**config.mk**
```make
export PLATFORM = sky130hd
export DESIGN_NAME = active_client_tracker_flat
export DESIGN_NICKNAME = d
export VERILOG_FILES = /design/src/rtl/act_pkg.sv /design/src/rtl/act_if.sv /design/src/rtl/active_client_tracker.sv /design/src/rtl/act_ram.sv /design/src/rtl/act_ctrl.sv /design/src/rtl/act_dp.sv /design/src/flat_wrapper.sv
export SDC_FILE = /design/constraint.sdc
export NUM_CORES = 2
export LEC_CHECK = 0
export BUFFER_PORTS_ARGS = -buffer_cell sky130_fd_sc_hd__buf_2
export CORE_MARGIN = 5
export CORE_UTILIZATION = 60
export CTS_CLUSTER_SIZE = 24
export DETAILED_ROUTE_END_ITERATION = 10
export GPL_TIMING_DRIVEN = 0
export PLACE_DENSITY = 0.84
export SYNTH_ARGS = -nofsm -noshare
export SYNTH_HDL_FRONTEND = slang
export SYNTH_SLANG_ARGS = --single-unit
```
**constraint.sdc**
```tcl
create_clock -name clk -period 19.2 [get_ports clk]
set_input_delay 2.88 -clock clk [delete_from_list [all_inputs] [get_ports clk]]
set_output_delay 2.88 -clock clk [all_outputs]
set_load 0.05 [all_outputs]
```
**src/rtl/act_pkg.sv**
```systemverilog
// ----------------------------------------------------------------------------
// act_pkg
// Shared widths, constants and controller/datapath signal groups for the
// active client tracker.
// ----------------------------------------------------------------------------
package act_pkg;

	localparam int KEY_W             = 48;
	localparam int TIME_W            = 32;
	localparam int OUT_W             = 6;
	localparam int DEF_TABLE_ENTRIES = 32;

	localparam logic [TIME_W-1:0] WINDOW_RESET = 32'd1000000;
	localparam logic [OUT_W-1:0]  OUT_MAX      = 6'd63;

	// controller -> datapath
	typedef struct packed {
		logic start;     // latch the touch, clear scan accumulators
		logic rd_en;     // issue a table read at the scan index
		logic eval;      // read data valid: compare, refresh, count
		logic final_wr;  // store a new key, add the new client
		logic load_out;  // move the count into the result register
	} act_cmd_t;

	// datapath -> controller
	typedef struct packed {
		logic used_zero; // table empty, nothing to scan
		logic last_rd;   // scan index is on the last used entry
	} act_sts_t;

endpackage

```
**src/rtl/act_if.sv**
```systemverilog
// ----------------------------------------------------------------------------
// act_if
// Valid/ready channels of the active client tracker: touch, result and
// window configuration.
// ----------------------------------------------------------------------------
interface act_touch_if;
	logic                        valid;
	logic                        ready;
	logic [act_pkg::KEY_W-1:0]   client_key;
	logic [act_pkg::TIME_W-1:0]  now_time;

	modport source (output valid, output client_key, output now_time, input ready);
	modport sink   (input valid, input client_key, input now_time, output ready);
endinterface

interface act_result_if;
	logic                       valid;
	logic                       ready;
	logic [act_pkg::OUT_W-1:0]  active_clients;

	modport source (output valid, output active_clients, input ready);
	modport sink   (input valid, input active_clients, output ready);
endinterface

interface act_cfg_if;
	logic                        valid;
	logic                        ready;
	logic [act_pkg::TIME_W-1:0]  data;

	modport source (output valid, output data, input ready);
	modport sink   (input valid, input data, output ready);
endinterface

```
**src/rtl/active_client_tracker.sv**
```systemverilog
// ----------------------------------------------------------------------------
// active_client_tracker
// Table of recently seen client keys with a per-entry timeout; reports the
// number of clients active within the window for every touch.
// ----------------------------------------------------------------------------
// A touch (client_key, now_time) is taken only while the block is idle. The
// sequencer then reads the used entries from the key and seen-time RAMs one
// per cycle; read data is registered in the RAMs and compared in the next cycle
// against the key and the window in a single datapath stage, so the time one
// touch takes grows with the number of used entries and is bounded by the
// single read port of the tables. A matching entry has
// its seen time rewritten to now; the first expired entry is kept as the
// slot to reuse, and an unknown key goes there or is appended while there
// is room. The new client is counted even when nothing could be stored. The
// result goes into an output register, so a new touch is accepted while the
// previous count still waits to be taken. The window register (cfg, reset
// 1000000 ticks) is always ready and should be written only when idle. No
// clearing pass is needed after reset: only entries below the fill count
// are ever read.
// ----------------------------------------------------------------------------
module active_client_tracker #(
	parameter int TABLE_ENTRIES = act_pkg::DEF_TABLE_ENTRIES
) (
	input logic          clk,
	input logic          arst_n,
	act_touch_if.sink    touch,
	act_result_if.source result,
	act_cfg_if.sink      cfg
);
	import act_pkg::*;

	act_cmd_t cmd;
	act_sts_t sts;

	// window register takes every beat
	assign cfg.ready = 1'b1;

	act_ctrl u_ctrl (
		.clk       (clk),
		.arst_n    (arst_n),
		.in_valid  (touch.valid),
		.in_ready  (touch.ready),
		.out_valid (result.valid),
		.out_ready (result.ready),
		.sts       (sts),
		.cmd       (cmd)
	);

	act_dp #(.TABLE_ENTRIES(TABLE_ENTRIES)) u_dp (
		.clk            (clk),
		.arst_n         (arst_n),
		.cmd            (cmd),
		.sts            (sts),
		.client_key     (touch.client_key),
		.now_time       (touch.now_time),
		.cfg_wr         (cfg.valid),
		.cfg_data       (cfg.data),
		.active_clients (result.active_clients)
	);

endmodule

```
**src/rtl/act_ram.sv**
```systemverilog
// ----------------------------------------------------------------------------
// act_ram
// Generic single-write, single-read RAM with registered read data.
// ----------------------------------------------------------------------------
module act_ram #(
	parameter int WIDTH = 32,
	parameter int DEPTH = 32,
	parameter int AW    = (DEPTH > 1) ? $clog2(DEPTH) : 1
) (
	input  logic             clk,
	input  logic             wr_en,
	input  logic [AW-1:0]    wr_addr,
	input  logic [WIDTH-1:0] wr_data,
	input  logic             rd_en,
	input  logic [AW-1:0]    rd_addr,
	output logic [WIDTH-1:0] rd_data
);

	logic [WIDTH-1:0] mem_q [DEPTH];

	always_ff @(posedge clk) begin
		if (wr_en) begin
			mem_q[wr_addr] <= wr_data;
		end
		if (rd_en) begin
			rd_data <= mem_q[rd_addr];
		end
	end

endmodule

```
**src/rtl/act_ctrl.sv**
```systemverilog
// ----------------------------------------------------------------------------
// act_ctrl
// Sequencer: accept a touch, scan the used entries, write back, hand over
// the count.
// ----------------------------------------------------------------------------
module act_ctrl (
	input  logic               clk,
	input  logic               arst_n,
	input  logic               in_valid,
	output logic               in_ready,
	output logic               out_valid,
	input  logic               out_ready,
	input  act_pkg::act_sts_t  sts,
	output act_pkg::act_cmd_t  cmd
);
	import act_pkg::*;

	typedef enum logic [2:0] {
		ST_IDLE,
		ST_SCAN,
		ST_DRAIN,
		ST_FINAL,
		ST_HOLD
	} state_t;

	state_t state_q;
	logic   eval_q;
	logic   out_valid_q;
	logic   out_free;

	assign out_free  = !out_valid_q || out_ready;
	assign in_ready  = (state_q == ST_IDLE);
	assign out_valid = out_valid_q;

	always_comb begin
		cmd          = '0;
		cmd.eval     = eval_q;
		case (state_q)
			ST_IDLE:  cmd.start    = in_valid;
			ST_SCAN:  cmd.rd_en    = 1'b1;
			ST_FINAL: cmd.final_wr = 1'b1;
			ST_HOLD:  cmd.load_out = out_free;
			default:  ;
		endcase
	end

	always_ff @(posedge clk or negedge arst_n) begin
		if (!arst_n) begin
			state_q     <= ST_IDLE;
			eval_q      <= 1'b0;
			out_valid_q <= 1'b0;
		end else begin
			eval_q <= (state_q == ST_SCAN);
			// a new count replaces the one taken on this edge
			if (state_q == ST_HOLD && out_free) begin
				out_valid_q <= 1'b1;
			end else if (out_valid_q && out_ready) begin
				out_valid_q <= 1'b0;
			end
			case (state_q)
				ST_IDLE: begin
					if (in_valid) begin
						state_q <= sts.used_zero ? ST_FINAL : ST_SCAN;
					end
				end
				ST_SCAN: begin
					if (sts.last_rd) begin
						state_q <= ST_DRAIN;
					end
				end
				ST_DRAIN: state_q <= ST_FINAL;
				ST_FINAL: state_q <= ST_HOLD;
				ST_HOLD: begin
					if (out_free) begin
						state_q <= ST_IDLE;
					end
				end
				default: state_q <= ST_IDLE;
			endcase
		end
	end

endmodule

```
**src/rtl/act_dp.sv**
```systemverilog
// ----------------------------------------------------------------------------
// act_dp
// Datapath: key/seen tables, window register, match and age compare,
// active count, reuse slot and fill count.
// ----------------------------------------------------------------------------
module act_dp #(
	parameter int TABLE_ENTRIES = act_pkg::DEF_TABLE_ENTRIES
) (
	input  logic                         clk,
	input  logic                         arst_n,
	input  act_pkg::act_cmd_t            cmd,
	output act_pkg::act_sts_t            sts,
	input  logic [act_pkg::KEY_W-1:0]    client_key,
	input  logic [act_pkg::TIME_W-1:0]   now_time,
	input  logic                         cfg_wr,
	input  logic [act_pkg::TIME_W-1:0]   cfg_data,
	output logic [act_pkg::OUT_W-1:0]    active_clients
);
	import act_pkg::*;

	localparam int IDX_W = (TABLE_ENTRIES > 1) ? $clog2(TABLE_ENTRIES) : 1;
	localparam int UW    = $clog2(TABLE_ENTRIES + 1);
	localparam int CNT_W = $clog2(TABLE_ENTRIES + 2);
	localparam int SAT_W = (CNT_W > OUT_W) ? CNT_W : OUT_W;

	logic [TIME_W-1:0] window_q;
	logic [KEY_W-1:0]  key_q;
	logic [TIME_W-1:0] now_q;
	logic [IDX_W-1:0]  rd_idx_q;
	logic [IDX_W-1:0]  eidx_s1;
	logic [CNT_W-1:0]  active_q;
	logic [IDX_W-1:0]  slot_q;
	logic              have_slot_q;
	logic              found_q;
	logic [UW-1:0]     used_q;
	logic [OUT_W-1:0]  res_q;

	logic [KEY_W-1:0]  rd_key;
	logic [TIME_W-1:0] rd_seen;
	logic              match;
	logic [TIME_W-1:0] seen_eff;
	logic              entry_active;
	logic              has_room;
	logic              fin_wr;
	logic [IDX_W-1:0]  fin_addr;
	logic              seen_wr;
	logic [IDX_W-1:0]  seen_addr;
	logic [SAT_W-1:0]  act_wide;

	// a refreshed entry ages from now, so only a zero window fails it
	assign match        = (rd_key == key_q);
	assign seen_eff     = match ? now_q : rd_seen;
	assign entry_active = ((now_q - seen_eff) < window_q);

	assign has_room = (used_q < UW'(TABLE_ENTRIES));
	assign fin_wr   = cmd.final_wr && !found_q && (have_slot_q || has_room);
	assign fin_addr = have_slot_q ? slot_q : used_q[IDX_W-1:0];

	assign seen_wr   = fin_wr || (cmd.eval && match);
	assign seen_addr = cmd.final_wr ? fin_addr : eidx_s1;

	assign sts.used_zero = (used_q == '0);
	assign sts.last_rd   = ((UW'(rd_idx_q) + UW'(1)) == used_q);

	assign act_wide       = SAT_W'(active_q);
	assign active_clients = res_q;

	act_ram #(.WIDTH(KEY_W), .DEPTH(TABLE_ENTRIES)) u_key_ram (
		.clk     (clk),
		.wr_en   (fin_wr),
		.wr_addr (fin_addr),
		.wr_data (key_q),
		.rd_en   (cmd.rd_en),
		.rd_addr (rd_idx_q),
		.rd_data (rd_key)
	);

	act_ram #(.WIDTH(TIME_W), .DEPTH(TABLE_ENTRIES)) u_seen_ram (
		.clk     (clk),
		.wr_en   (seen_wr),
		.wr_addr (seen_addr),
		.wr_data (now_q),
		.rd_en   (cmd.rd_en),
		.rd_addr (rd_idx_q),
		.rd_data (rd_seen)
	);

	// control state
	always_ff @(posedge clk or negedge arst_n) begin
		if (!arst_n) begin
			window_q <= WINDOW_RESET;
			used_q   <= '0;
		end else begin
			if (cfg_wr) begin
				window_q <= cfg_data;
			end
			if (fin_wr && !have_slot_q) begin
				used_q <= used_q + UW'(1);
			end
		end
	end

	// scan payload
	always_ff @(posedge clk) begin
		if (cmd.start) begin
			key_q       <= client_key;
			now_q       <= now_time;
			rd_idx_q    <= '0;
			active_q    <= '0;
			have_slot_q <= 1'b0;
			found_q     <= 1'b0;
		end else begin
			if (cmd.rd_en) begin
				rd_idx_q <= rd_idx_q + IDX_W'(1);
				eidx_s1  <= rd_idx_q;
			end
			if (cmd.eval) begin
				if (match) begin
					found_q <= 1'b1;
				end
				if (entry_active) begin
					active_q <= active_q + CNT_W'(1);
				end else if (!have_slot_q) begin
					slot_q      <= eidx_s1;
					have_slot_q <= 1'b1;
				end
			end
			if (cmd.final_wr && !found_q) begin
				active_q <= active_q + CNT_W'(1);
			end
		end
		if (cmd.load_out) begin
			res_q <= (act_wide > SAT_W'(OUT_MAX)) ? OUT_MAX : act_wide[OUT_W-1:0];
		end
	end

endmodule
```
**src/flat_wrapper.sv**
```systemverilog
// flat-port wrapper written by rule: the top's interface ports become plain ports
module active_client_tracker_flat import act_pkg::*;
#(
	parameter int TABLE_ENTRIES = act_pkg::DEF_TABLE_ENTRIES
)
  (clk, arst_n, touch_valid, touch_client_key, touch_now_time, touch_ready, result_valid, result_active_clients, result_ready, cfg_valid, cfg_data, cfg_ready);
  act_touch_if touch_i ();
  act_result_if result_i ();
  act_cfg_if cfg_i ();
  input logic clk;
  input logic arst_n;
  input wire logic [$bits(touch_i.valid)-1:0] touch_valid;
  input wire logic [$bits(touch_i.client_key)-1:0] touch_client_key;
  input wire logic [$bits(touch_i.now_time)-1:0] touch_now_time;
  output wire logic [$bits(touch_i.ready)-1:0] touch_ready;
  output wire logic [$bits(result_i.valid)-1:0] result_valid;
  output wire logic [$bits(result_i.active_clients)-1:0] result_active_clients;
  input wire logic [$bits(result_i.ready)-1:0] result_ready;
  input wire logic [$bits(cfg_i.valid)-1:0] cfg_valid;
  input wire logic [$bits(cfg_i.data)-1:0] cfg_data;
  output wire logic [$bits(cfg_i.ready)-1:0] cfg_ready;
  assign touch_i.valid = touch_valid;
  assign touch_i.client_key = touch_client_key;
  assign touch_i.now_time = touch_now_time;
  assign touch_ready = touch_i.ready;
  assign result_valid = result_i.valid;
  assign result_active_clients = result_i.active_clients;
  assign result_i.ready = result_ready;
  assign cfg_i.valid = cfg_valid;
  assign cfg_i.data = cfg_data;
  assign cfg_ready = cfg_i.ready;
  active_client_tracker #(.TABLE_ENTRIES(TABLE_ENTRIES)) u_core (.clk(clk), .arst_n(arst_n), .touch(touch_i), .result(result_i), .cfg(cfg_i));
endmodule
```
==> out/metrics.csv <==
stage;metric;value;unit
run_status;outcome;finished with violations;
run_status;violations;capacitance limit, slew limit;
sta;setup_violations;0;
worst_hold_path;hp-class;reg -> reg;
detailed_routing;wl_met3;39560;µm
synthesis;synth_area_per_cell;23.46;µm²
sta;finalCriticalPeriod;10.72;ns
synthesis;synth_top_area_cell;edfxtp_1;
detailed_routing;top_layer;met5;
finish;drive_gt1_frac;0.3143;
synthesis;synth_edf_count;2736;
floorplanning;die_x;434.6;µm
run;maxCapViolations;2;
detailed_routing;routedWlPerCell;42.54;µm
setup_path;cp-endpoint;u_core.u_dp.slot_q[3]$_DFFE_PP_;
synthesis;yosysSeqAreaShare;0.7721;
finish;fin_nets;5309;
detailed_routing;ant_nets;0;
floorplanning;ioPinCount;126;
clock_network;cts_setup_buffers;0;
sta;period_share;0.5581;
synthesis;synth_most_common_cell;edfxtp_1;
detailed_routing;wl;326900;µm
setup_path;cpPeakStageDelay;1.15;ns
placement;gp_congestion;0.8870;
sta;fin_setup_tns;0;ns
setup_path;crit_fanout;33;
detailed_routing;drc_errors;0;
sta;fmax;93.32;MHz
synthesis;syn_nets;4793;
synthesis;synth_ff_type;edfxtp_1;
grt;antenna_found_initial;16;
power_and_ir_drop;finalPower;18.01;mW
floorplanning;die-area;188800;µm²
synthesis;synth_top_area_frac;0.7597;
detailed_routing;drt-met1-wl;97120;µm
grt;grtUsageTotal;0.3502;
floorplanning;die-height;434.6;µm
sta;finalHoldViolations;0;
synthesis;synthCells;4609;
clock_network;clk_latency;0.95;ns
grt;grt-ovfl-total;0;
clock_network;cts_buffers;282;
clock_network;root_buffer;clkbuf_16;
detailed_routing;dr.first_iter.drc_count;10199;
placement;port_buffers;123;
setup_path;startpoint;u_core.u_dp.key_q[46]$_DFFE_PP_;
placement;detailed_place_hpwl;176800;µm
power_and_ir_drop;p_leak;38.66;nW
synthesis;synth_cell_types;68;
sta;final_max_slew_viol_count;46;
synthesis;async_reset_ff_frac;0.01540;
clock_network;cts_tree;built;
setup_path;worst_setup_path_end_kind;flop;
clock_network;clk_path_buf_depth;4;
sta;tightest_slew;1.536;ns
synthesis;synth-warning-count;0;
setup_path;cpMostUsedCell;nand2_1;
setup_path;ff2ff_setup_slack;8.48;ns
finish;n_fill_cell;9712;
setup_path;path_class;reg -> reg;
clock_network;path_clk_slew;0.08;ns
sta;rsz0062_at_grt;false;
clock_network;htree_num_levels;5;
setup_path;crit_arrival;11.26;ns
clock_network;cts_sinks;2792;
setup_path;reg2reg_from;u_core.u_dp.key_q[46]$_DFFE_PP_;
setup_path;crit_required;19.75;ns
floorplanning;std_cell_rows;155;
setup_path;rr_worst_depth;26;
synthesis;ys_ff_latch;2792;
clock_network;post_cts_resized;0;
sta;relSlewSlack;-0.02369;
setup_path;cp-start-kind;flop;
detailed_routing;firstDrtPassIters;8;
finish;area_delta_synth_final;13.93;%
power_and_ir_drop;p_per_area;146.2;nW/µm²
synthesis;yosys-top-cells-area;edfxtp_1, mux4_2, mux2_2, dfrtp_1, ha_1;
grt;grt_pass1_wl;452400;µm
synthesis;synthTopCellsByCount;edfxtp_1, mux4_2, clkbuf_1;
grt;grt_pass1_vias;58570;
power_and_ir_drop;vdd_drop_max;0.1630;mV
floorplanning;core;178800;µm²
grt;grt_start_max_net_pins;44;
sta;fin_worst_skew;0.06108;ns
detailed_routing;routed-via-count;57626;
detailed_routing;via_per_inst;7.499;
clock_network;cts_hold_buf;0;
synthesis;syn_area;108100;µm²
setup_path;slowest_stage;edfxtp_1;
detailed_routing;dr_wl_met2;160200;µm
setup_path;r2r-end;u_core.u_dp.slot_q[3]$_DFFE_PP_;
floorplanning;start_util;0.6048;
==> cell families (layout without fill, tap and decap cells) <==
kind of cell	Yosys count	in the layout	synth area share
flops	2792	2792	0.7721
mux	916	916	0.1783
simple gates	282	282	0.01195
buf+inv	268	978	0.01057
compound gates	193	193	0.01191
xor+xnor	90	90	0.007289
fa+ha+maj	67	67	0.007821
other cells	1	12	0.00003468
==> power breakdown <==
group	internal, mW	leakage (nW)	total (mW)	switching (mW)
clock	3.06	4.27	5.40	2.34
combinational	2.05	9.12	4.90	2.85
sequential	7.30	25.3	7.71	0.409
==> worst min path at each step <==
| stage | slack [ns] | end | cells past startpoint | start |
|---|---|---|---|---|
| after global placement | 0.41 | u_core.u_dp.eidx_s1[2]$_DFFE_PP_ | 0 | u_core.u_dp.rd_idx_q[2]$_SDFFE_PP0P_ |
| final | 0.46 | u_core.u_dp.eidx_s1[2]$_DFFE_PP_ | 0 | u_core.u_dp.rd_idx_q[2]$_SDFFE_PP0P_ |
| after global routing | 0.46 | u_core.u_dp.eidx_s1[2]$_DFFE_PP_ | 0 | u_core.u_dp.rd_idx_q[2]$_SDFFE_PP0P_ |
| after CTS | 0.47 | u_core.u_dp.eidx_s1[2]$_DFFE_PP_ | 0 | u_core.u_dp.rd_idx_q[2]$_SDFFE_PP0P_ |
| after detailed placement | 0.44 | u_core.u_dp.slot_q[0]$_DFFE_PP_ | 0 | u_core.u_dp.eidx_s1[0]$_DFFE_PP_ |
| after floorplan | 0.40 | u_core.u_dp.eidx_s1[2]$_DFFE_PP_ | 0 | u_core.u_dp.rd_idx_q[2]$_SDFFE_PP0P_ |
==> registers in the layout (all words and copies together) (netlist names) <==
register,count
u_core.u_dp.u_seen_ram.rd_data,32
u_core.u_dp.u_key_ram.mem_q,1536
u_core.u_dp.u_seen_ram.mem_q,1024
u_core.u_dp.used_q,6
u_core.u_dp.key_q,48
u_core.u_dp.have_slot_q,1
u_core.u_ctrl.eval_q,1
u_core.u_ctrl.out_valid,1
u_core.u_dp.eidx_s1,5
u_core.u_dp.active_clients,6
u_core.u_dp.found_q,1
u_core.u_dp.window_q,32
u_core.u_dp.u_key_ram.rd_data,48
u_core.u_dp.rd_idx_q,5
u_core.u_ctrl.state_q,3
u_core.u_dp.now_q,32
u_core.u_dp.act_wide,6
u_core.u_dp.slot_q,5
==> cells in the final DEF, fill, tap and decap left out, types with 15 or more instances in the layout <==
cell,count
o21ai_0,57
mux2_2,82
buf_12,78
ha_1,66
clkbuf_1,152
xor2_1,62
clkinv_1,54
mux2i_1,34
nand4_1,15
xnor2_1,28
a21o_1,25
nor2_1,36
buf_16,20
dfrtp_1,36
edfxtp_1,2736
nand2_1,83
inv_1,47
clkbuf_16,289
bufinv_16,23
clkinv_2,51
nand3_1,17
buf_2,188
nor2_4,64
buf_1,24
mux4_2,800
a21oi_1,46
==> cell type report <==
| cell class | instances | area [µm²] | share of cell area |
|---|---|---|---|
| diodes | 11 | 27.53 | 0.0002234 |
| plain buffers | 220 | 980.9 | 0.007962 |
| clock buffers | 332 | 7413 | 0.06017 |
| clock inverters | 146 | 1299 | 0.01054 |
| inverters | 48 | 180.2 | 0.001462 |
| multi-input cells | 1549 | 24000 | 0.1948 |
| flip-flops and latches | 2792 | 83500 | 0.6777 |
| well taps | 2355 | 2947 | 0.02392 |
| repair buffers | 232 | 2863 | 0.02323 |
==> metrics by stage <==
step	area, µm²	worst slack, ns	util	hold slack [ns]	std cells
after floorplan	108100	11.30	-	0.4029	4609
after global placement	111700	3.647	0.6247	0.4102	7087
after detailed placement	114500	9.427	0.6401	0.4375	7196
after CTS	123200	9.192	0.6889	0.4736	7674
after global routing	123200	8.450	0.6889	0.4589	7676
final	123200	8.484	0.6891	0.4567	7685
==> worst max-delay path, delay by kind of cell (launching register included) <==
family	cells	cell delay [ns]
and+or+nand+nor	12	4.36
AOI/OAI and AO/OA	8	2.66
DFF	1	1.15
adders and majority gates	3	1.00
buffers and inverters	2	0.66
xor gates and xnor gates	1	0.49
==> routing by layer <==
layer,vias up,track usage
li1,20624,-
met1,29282,0.4200
met2,6132,0.5710
met3,1570,0.08135
met4,18,0.2412
met5,-,0.002561
Power figures use the tool's default switching activity.
